[config.mk]
export PLATFORM = sky130hd
export DESIGN_NAME = protobuf_wire_stream_parser
export DESIGN_NICKNAME = d
export VERILOG_FILES = /design/src/hw/rtl/pwsp_pkg.sv /design/src/hw/rtl/protobuf_wire_stream_parser.sv /design/src/hw/rtl/pwsp_core.sv
export VERILOG_INCLUDE_DIRS = /design/src /design/src/hw/rtl
export SDC_FILE = /design/constraint.sdc
export NUM_CORES = 1
export LEC_CHECK = 0
export BUFFER_PORTS_ARGS = -buffer_cell sky130_fd_sc_hd__buf_2
export CAP_MARGIN = 15
export CORE_AREA = 2 2 212 214
export DETAILED_ROUTE_END_ITERATION = 10
export DIE_AREA = 0 0 214 216
export GPL_TIMING_DRIVEN = 0
export PLACE_DENSITY = 0.53
export SYNTH_ARGS = -nofsm -noshare
export SYNTH_HDL_FRONTEND = slang
export SYNTH_SLANG_ARGS = --single-unit
[constraint.sdc]
create_clock -name clk -period 26 [get_ports clk]
set_input_delay 3.9 -clock clk [delete_from_list [all_inputs] [get_ports clk]]
set_output_delay 3.9 -clock clk [all_outputs]
set_load 0.02 [all_outputs]
[src/hw/rtl/protobuf_wire_stream_parser_assert.svh]
// Assertion macros shared by the wire stream parser modules.
`ifndef PROTOBUF_WIRE_STREAM_PARSER_ASSERT_SVH
`define PROTOBUF_WIRE_STREAM_PARSER_ASSERT_SVH

// same-cycle implication, sampled on clk, off during reset
`define PWSP_ASSERT_IMP(lbl, ante, cons, msg) \
	lbl: assert property (@(posedge clk) disable iff (!arst_n) (ante) |-> (cons)) \
		else $error(msg);

// next-cycle implication, sampled on clk, off during reset
`define PWSP_ASSERT_NXT(lbl, ante, cons, msg) \
	lbl: assert property (@(posedge clk) disable iff (!arst_n) (ante) |=> (cons)) \
		else $error(msg);

`endif

[src/hw/rtl/pwsp_pkg.sv]
// Types and codes of the protobuf wire stream parser.
package pwsp_pkg;

	typedef struct packed {
		logic [7:0] in_byte;
		logic       final_byte;
	} pwsp_in_t;

	typedef struct packed {
		logic [1:0]  kind;
		logic [28:0] field_id;
		logic [2:0]  wire_kind;
		logic [63:0] payload_value;
		logic [2:0]  error_code;
		logic        message_end;
	} pwsp_out_t;

	localparam logic [1:0] KIND_SCALAR  = 2'd0;
	localparam logic [1:0] KIND_HEADER  = 2'd1;
	localparam logic [1:0] KIND_PAYLOAD = 2'd2;
	localparam logic [1:0] KIND_ERROR   = 2'd3;

	localparam logic [2:0] ERR_NONE      = 3'd0;
	localparam logic [2:0] ERR_GROUP     = 3'd1;
	localparam logic [2:0] ERR_UNKNOWN   = 3'd2;
	localparam logic [2:0] ERR_TRUNCATED = 3'd3;
	localparam logic [2:0] ERR_TOO_LONG  = 3'd4;
	localparam logic [2:0] ERR_LEN_LARGE = 3'd5;

	localparam logic [2:0] WIRE_VARINT  = 3'd0;
	localparam logic [2:0] WIRE_FIX64   = 3'd1;
	localparam logic [2:0] WIRE_LEN     = 3'd2;
	localparam logic [2:0] WIRE_SGROUP  = 3'd3;
	localparam logic [2:0] WIRE_EGROUP  = 3'd4;
	localparam logic [2:0] WIRE_FIX32   = 3'd5;

	localparam logic [3:0] TAG_LAST_POS    = 4'd4;
	localparam logic [3:0] VARINT_LAST_POS = 4'd9;
	localparam logic [3:0] LEN_DATA_POS    = 4'd5;

endpackage

[src/hw/rtl/protobuf_wire_stream_parser.sv]
// Protobuf wire stream parser: top level with input and result registers.
// Byte channel: byte_valid/byte_ready/byte_data carry one message byte per beat,
// final_byte marking the last byte of a message.
// Result channel: res_valid/res_ready/res_data carry decoded beats: scalar
// fields, bytes headers with the length, payload bytes, and error beats.
// A byte beat produces zero or one result beat; tag bytes produce only error
// beats, and dropped bytes produce none.
// A taken byte is held in the input register, and its result, if any, is then
// registered in the result register, from which the receiver takes it.
// Throughput: one byte per cycle while results are drained; the decode of
// each byte is a single pass through the input register's logic.
// When the result receiver stalls, the held result stays put, the input
// register still advances on bytes that produce no result, and byte_ready
// drops once a byte that needs the result slot is waiting.
// Reset clears both registers' valid flags and returns the decoder to
// expecting a tag; a final byte returns the decoder there too at message end.
`include "protobuf_wire_stream_parser_assert.svh"

module protobuf_wire_stream_parser (
	input  logic                clk,
	input  logic                arst_n,
	input  logic                byte_valid,
	output logic                byte_ready,
	input  pwsp_pkg::pwsp_in_t  byte_data,
	output logic                res_valid,
	input  logic                res_ready,
	output pwsp_pkg::pwsp_out_t res_data
);
	import pwsp_pkg::*;

	logic      valid_s1;
	pwsp_in_t  item_s1;
	logic      res_valid_q;
	pwsp_out_t res_q;
	logic      have;
	pwsp_out_t result;
	logic      adv;

	assign adv        = valid_s1 && (!have || !res_valid_q || res_ready);
	assign byte_ready = !valid_s1 || adv;
	assign res_valid  = res_valid_q;
	assign res_data   = res_q;

	pwsp_core u_core (
		.clk    (clk),
		.arst_n (arst_n),
		.step   (adv),
		.item   (item_s1),
		.have   (have),
		.result (result)
	);

	always_ff @(posedge clk or negedge arst_n) begin
		if (!arst_n) begin
			valid_s1    <= 1'b0;
			res_valid_q <= 1'b0;
		end else begin
			if (byte_ready) valid_s1 <= byte_valid;
			if (adv && have) res_valid_q <= 1'b1;
			else if (res_ready) res_valid_q <= 1'b0;
		end
	end

	always_ff @(posedge clk) begin
		if (byte_valid && byte_ready) item_s1 <= byte_data;
		if (adv && have) res_q <= result;
	end

	`PWSP_ASSERT_IMP(a_no_overwrite, adv && have, !res_valid_q || res_ready,
		"result register overwritten while held")
	`PWSP_ASSERT_IMP(a_err_value_zero, res_valid_q && res_q.kind == KIND_ERROR,
		res_q.payload_value == 64'd0 && res_q.error_code != ERR_NONE,
		"error beat with value or without code")
	`PWSP_ASSERT_IMP(a_ok_no_code, res_valid_q && res_q.kind != KIND_ERROR,
		res_q.error_code == ERR_NONE, "non-error beat carries an error code")

endmodule

[src/hw/rtl/pwsp_core.sv]
// Decode state and per-beat next-state/result logic of the wire stream parser.
`include "protobuf_wire_stream_parser_assert.svh"

module pwsp_core (
	input  logic                clk,
	input  logic                arst_n,
	input  logic                step,
	input  pwsp_pkg::pwsp_in_t  item,
	output logic                have,
	output pwsp_pkg::pwsp_out_t result
);
	import pwsp_pkg::*;

	typedef enum logic [5:0] {
		PH_TAG     = 6'b000001,
		PH_VARINT  = 6'b000010,
		PH_FIX64   = 6'b000100,
		PH_FIX32   = 6'b001000,
		PH_LEN     = 6'b010000,
		PH_PAYLOAD = 6'b100000
	} pwsp_phase_t;

	typedef struct packed {
		pwsp_phase_t phase;
		logic [28:0] tag;
		logic [2:0]  wk;
		logic [63:0] val;
		logic [3:0]  pos;
		logic [31:0] left;
		logic        drop;
	} pwsp_state_t;

	localparam pwsp_state_t RESET_STATE = '{
		phase: PH_TAG, tag: '0, wk: '0, val: '0, pos: '0, left: '0, drop: 1'b0
	};

	pwsp_state_t st_q;
	pwsp_state_t upd;
	pwsp_state_t nx;

	logic [6:0]  d;
	logic        cont;
	logic        fin;
	logic [6:0]  sh7;
	logic [6:0]  tsh;
	logic [63:0] vsh;
	logic [63:0] fsh;
	logic [28:0] tadd;
	logic [63:0] acc;
	logic [2:0]  err;
	logic [1:0]  rkind;
	logic [63:0] rval;
	logic        hv;

	assign d    = item.in_byte[6:0];
	assign cont = item.in_byte[7];
	assign fin  = item.final_byte;
	// 7*pos, pos never exceeds nine
	assign sh7  = 7'({3'b000, st_q.pos} << 3) - 7'({3'b000, st_q.pos});
	assign tsh  = sh7 - 7'd3;
	assign vsh  = {57'b0, d} << sh7[5:0];
	assign fsh  = {56'b0, item.in_byte} << {st_q.pos[2:0], 3'b000};
	assign tadd = {22'b0, d} << tsh[4:0];
	assign acc  = st_q.val | vsh;

	always_comb begin
		upd   = st_q;
		err   = ERR_NONE;
		rkind = KIND_SCALAR;
		rval  = '0;
		hv    = 1'b0;
		unique case (st_q.phase)
			PH_VARINT: begin
				upd.val = acc;
				if (cont) begin
					if (st_q.pos >= VARINT_LAST_POS) err = ERR_TOO_LONG;
					else upd.pos = st_q.pos + 4'd1;
				end else begin
					hv        = 1'b1;
					rval      = acc;
					upd.phase = PH_TAG;
					upd.pos   = '0;
				end
			end
			PH_FIX64, PH_FIX32: begin
				upd.val = st_q.val | fsh;
				upd.pos = st_q.pos + 4'd1;
				if ((st_q.phase == PH_FIX64 && st_q.pos[2:0] == 3'd7) ||
						(st_q.phase == PH_FIX32 && st_q.pos[2:0] == 3'd3)) begin
					hv        = 1'b1;
					rval      = upd.val;
					upd.phase = PH_TAG;
					upd.pos   = '0;
				end
			end
			PH_LEN: begin
				if (st_q.pos >= LEN_DATA_POS && d != 7'd0) begin
					err = ERR_LEN_LARGE;
				end else begin
					upd.val = acc;
					if (acc[63:32] != 32'd0) begin
						err = ERR_LEN_LARGE;
					end else if (cont) begin
						if (st_q.pos >= VARINT_LAST_POS) err = ERR_TOO_LONG;
						else upd.pos = st_q.pos + 4'd1;
					end else begin
						hv        = 1'b1;
						rkind     = KIND_HEADER;
						rval      = acc;
						upd.left  = acc[31:0];
						upd.pos   = '0;
						upd.phase = (acc[31:0] != 32'd0) ? PH_PAYLOAD : PH_TAG;
					end
				end
			end
			PH_PAYLOAD: begin
				hv       = 1'b1;
				rkind    = KIND_PAYLOAD;
				rval     = {56'b0, item.in_byte};
				upd.left = st_q.left - 32'd1;
				if (st_q.left == 32'd1) upd.phase = PH_TAG;
			end
			PH_TAG: begin
				if (st_q.pos == 4'd0) begin
					upd.wk  = item.in_byte[2:0];
					upd.tag = {25'b0, item.in_byte[6:3]};
				end else begin
					upd.tag = st_q.tag | tadd;
				end
				if (cont) begin
					if (st_q.pos >= TAG_LAST_POS) err = ERR_TOO_LONG;
					else upd.pos = st_q.pos + 4'd1;
				end else begin
					upd.pos = '0;
					upd.val = '0;
					unique case (upd.wk)
						WIRE_VARINT:              upd.phase = PH_VARINT;
						WIRE_FIX64:               upd.phase = PH_FIX64;
						WIRE_LEN:                 upd.phase = PH_LEN;
						WIRE_FIX32:               upd.phase = PH_FIX32;
						WIRE_SGROUP, WIRE_EGROUP: err = ERR_GROUP;
						default:                  err = ERR_UNKNOWN;
					endcase
				end
			end
			default: upd = RESET_STATE;
		endcase
	end

	always_comb begin
		nx                   = upd;
		have                 = 1'b0;
		result.kind          = rkind;
		result.field_id      = upd.tag;
		result.wire_kind     = upd.wk;
		result.payload_value = rval;
		result.error_code    = ERR_NONE;
		result.message_end   = fin;
		if (st_q.drop) begin
			nx = fin ? RESET_STATE : st_q;
		end else if (err != ERR_NONE) begin
			have                 = 1'b1;
			result.kind          = KIND_ERROR;
			result.payload_value = '0;
			result.error_code    = err;
			nx.drop              = 1'b1;
			if (fin) nx = RESET_STATE;
		end else if (fin && (upd.phase != PH_TAG || upd.pos != 4'd0)) begin
			have                 = 1'b1;
			result.kind          = KIND_ERROR;
			result.payload_value = '0;
			result.error_code    = ERR_TRUNCATED;
			nx                   = RESET_STATE;
		end else begin
			have = hv;
			if (fin) nx = RESET_STATE;
		end
	end

	always_ff @(posedge clk or negedge arst_n) begin
		if (!arst_n) begin
			st_q <= RESET_STATE;
		end else if (step) begin
			st_q <= nx;
		end
	end

	`PWSP_ASSERT_NXT(a_final_clears, step && item.final_byte,
		st_q.phase == PH_TAG && st_q.pos == 4'd0 && !st_q.drop,
		"final beat did not return decoder to tag phase")
	`PWSP_ASSERT_IMP(a_payload_left, st_q.phase == PH_PAYLOAD, st_q.left != 32'd0,
		"payload phase with no bytes left")
	`PWSP_ASSERT_IMP(a_pos_range, 1'b1, st_q.pos <= VARINT_LAST_POS,
		"byte position out of range")

endmodule

==> impl_metrics.ini <==
[status]
status = completed

[sta]
setup_viol = 0
worst_slack_ns = 14.30
grt_setup_unrepaired = no
whs_ns = 0.500
max_freq_mhz = 85.5
finalCriticalPeriod_ns = 11.70
worst_slew_pin_slew_ns = 1.41
slew_headroom = 0.0537
fin_skew_ns = 0.0159
period_share = 0.450
hold_viol = 0
setup_tns_ns = 0
maxSlewViolCount = 0

[clock_network]
cts_tree = built
clkTransAtPathRegs_ns = 0.06
clk_latency_ns = 0.59
post-cts-setup-buffers = 0
cts_max_level = 1
numCtsBuffers = 30
cts-root-buf = clkbuf_16
clock_sinks = 252
post_cts_resize_count = 0
ctsHoldBuffers = 0
clk_path_buf_depth = 3

[cells_and_area]
stdcell_area_um2 = 17700
instances_no_fill = 2469
layout.nets = 1875
finalCoreUtilization = 0.403
multiInputGateArea_um2 = 7720
drive_gt1_frac = 0.127
fillers = 4495
layout_commonest_cell = nand2_1
syn_to_final_growth_pct = 16.4
final_cell_mix = 210 x nand2_1, 164 x nor2_1, 152 x a21oi_1, 149 x o21ai_0, 140 x dfrtp_1
ff_latch_area_um2 = 6860

[power]
p_total_mw = 1.85
p_seq_frac = 0.280
clkPwrFrac = 0.238
pwr-share-comb = 0.482
switching_share = 0.473
ir_drop_mv = 0.0655
intPower_uw = 975
power.leakage_nw = 6.91
cellPowerDensity_nw_per_um2 = 105
switchingPower_uw = 874

[synthesis]
syn_area_per_cell_um2 = 8.96
ys_seq_elements = 252
ys_seq_area_frac = 0.452
synth-edff-count = 111
syn_area_um2 = 15200
syn_nets = 1718
synthFlopType = dfrtp_1
yosysWarnings = 0
syn_inst = 1695
async_flop_share = 0.560
synth.distinct_cells = 87

[worst_hold_path]
worstHoldPathType = flip-flop to flip-flop

[detailed_routing]
totalWireLength_mm = 66.9
antenna_left = 0
vias = 15428
dr.pass1.iters = 6
remaining_drc_errors = 0
vias_per_cell = 6.25
drt-initial-drc-count = 1633
avgRoutedWirePerCell_um = 27.1

[global_routing]
grt_max_degree = 73
antenna_found_initial = 1
grt_pass1_wl_mm = 98.9
first_global_vias = 14841
track_usage = 0.284
grt-ovfl-total = 0

[setup_path]
crit_top_cell = clkbuf_1
worstPathArrival_ns = 7.80
worst_path_max_delay_cell = a221oi_1
cp-end-kind = primary output
reg2reg_slack_ns = 18.20
crit_chain = buf_2 -> clkinv_1 -> clkbuf_1 -> ha_1 -> clkbuf_1 -> xor2_1 -> clkbuf_1 -> nor4_1 -> a221oi_1 -> o2111a_1 -> nor4bb_1 -> nand4_1 -> a211oi_2 -> nor2b_1 -> o21ai_0 -> or2_2 -> buf_2
worstSetupStartpointType = flip-flop
critical_path_class = flip-flop to primary output
crit_fanout = 10
cp.required_ns = 22.10
cp_slowest_stage_delay_ns = 1.07

[floorplanning]
core_um2 = 43800
rows = 77
die_area_um2 = 46200
die_x_um = 214
start_util = 0.346
die-height_um = 216
top_level_ports = 117

[placement]
place_area_um2 = 16600
placed_cells = 2409
dp_slack_ns = 15.05
io_buffers = 116
globalplace.congestion = 1.01
dpl.hpwl_mm = 49.1

[job]
drv_cap = 0
routing by layer:
layer | track usage | routed length [um] | up-vias | share of wire
met5 | 0 | 0 | - | 0
met4 | 0.143 | 3430 | 0 | 0.051
met3 | 0.0626 | 6410 | 180 | 0.096
met2 | 0.421 | 28700 | 890 | 0.43
met1 | 0.389 | 28400 | 7619 | 0.42
li1 | - | - | 6739 | -
critical path: cells and delay by family (launching register included):
kind	cells	cell delay, ns
AOI/OAI and AO/OA	4	2.40
buffers and inverters	6	2.04
and+or+nand+nor	5	1.38
xor gates and xnor gates	1	0.66
DFF	1	0.45
adders and majority gates	1	0.26
cell type report:
| cell class | count | share of cell area |
|---|---|---|
| inverters | 15 | 0.00319 |
| plain buffers | 133 | 0.0315 |
| diodes | 1 | 0.000142 |
| clock buffers | 40 | 0.0470 |
| flip-flops and latches | 252 | 0.388 |
| repair buffers | 125 | 0.0401 |
| multi-input cells | 1295 | 0.437 |
| well taps | 592 | 0.0419 |
| clock inverters | 16 | 0.0108 |
synth_stat cells, drive strengths merged (7+ instances only):
| cell | number | share of area |
|---|---|---|
| a22oi | 20 | 0.0099 |
| xnor2 | 15 | 0.0091 |
| inv | 13 | 0.0032 |
| or2 | 10 | 0.0041 |
| ha | 10 | 0.0082 |
| nor2b | 17 | 0.0070 |
| xor2 | 7 | 0.0040 |
| a221oi | 15 | 0.0087 |
| mux2i | 13 | 0.0086 |
| a22o | 73 | 0.042 |
| dfrtp | 140 | 0.23 |
| a21o | 17 | 0.0084 |
| o21ai | 167 | 0.055 |
| o22a | 29 | 0.017 |
| edfxtp | 111 | 0.22 |
| nor2 | 166 | 0.042 |
| o31ai | 15 | 0.0097 |
| nor4 | 30 | 0.012 |
| nand4 | 7 | 0.0029 |
| and3 | 15 | 0.0062 |
| nand2 | 210 | 0.052 |
| clkbuf | 101 | 0.025 |
| buf | 32 | 0.012 |
| nand2b | 9 | 0.0037 |
| o22ai | 69 | 0.028 |
| mux2 | 12 | 0.0094 |
| o2bb2ai | 10 | 0.0058 |
| o21a | 10 | 0.0049 |
| nor3 | 26 | 0.0086 |
| and2 | 7 | 0.0029 |
| a31oi | 35 | 0.014 |
| a211oi | 9 | 0.0048 |
| nand3 | 30 | 0.0099 |
| a21oi | 152 | 0.050 |
kinds of logic after synthesis:
group / count (synthesis) / share of synthesized area
xor gates and xnor gates: 23 / 0.0147
muxes: 29 / 0.0239
and+or+nand+nor: 560 / 0.169
buffers and inverters: 148 / 0.0404
DFF: 252 / 0.452
adders and majority gates: 10 / 0.00824
AOI/OAI and AO/OA: 673 / 0.292
registers in the layout, indices dropped and copies added, names as in the netlist:
name / flops
u_core.st_q: 139
res_data: 102
item_s1: 9
res_valid: 1
valid_s1: 1
power by group through the flow:
| stage | Combinational (mW) | Clock [mW] | Sequential (mW) |
|---|---|---|---|
| after detailed placement | 0.858 | 0 | 0.526 |
| after floorplan | 0.452 | 0 | 0.595 |
| final | 0.891 | 0.440 | 0.518 |
| after global routing | 0.931 | 0.462 | 0.525 |
| after CTS | 0.861 | 0.448 | 0.520 |
| after global placement | 0.848 | 0 | 0.539 |
worst paths after layout:
path	startpoint	end	depth (start not counted)
setup / recovery	u_core.st_q[33]$_DFFE_PN0P_	byte_ready	17
hold / removal	u_core.st_q[6]$_DFFE_PN0P_	u_core.st_q[6]$_DFFE_PN0P_	2
setup reg to reg	u_core.st_q[33]$_DFFE_PN0P_	res_data[58]$_DFFE_PP_	18
hold reg to reg	u_core.st_q[6]$_DFFE_PN0P_	u_core.st_q[6]$_DFFE_PN0P_	2
max in group asynchronous	arst_n	u_core.st_q[78]$_DFFE_PN0P_	2
min in group asynchronous	arst_n	res_valid$_DFFE_PN0P_	1
Power figures use the tool's default switching activity.
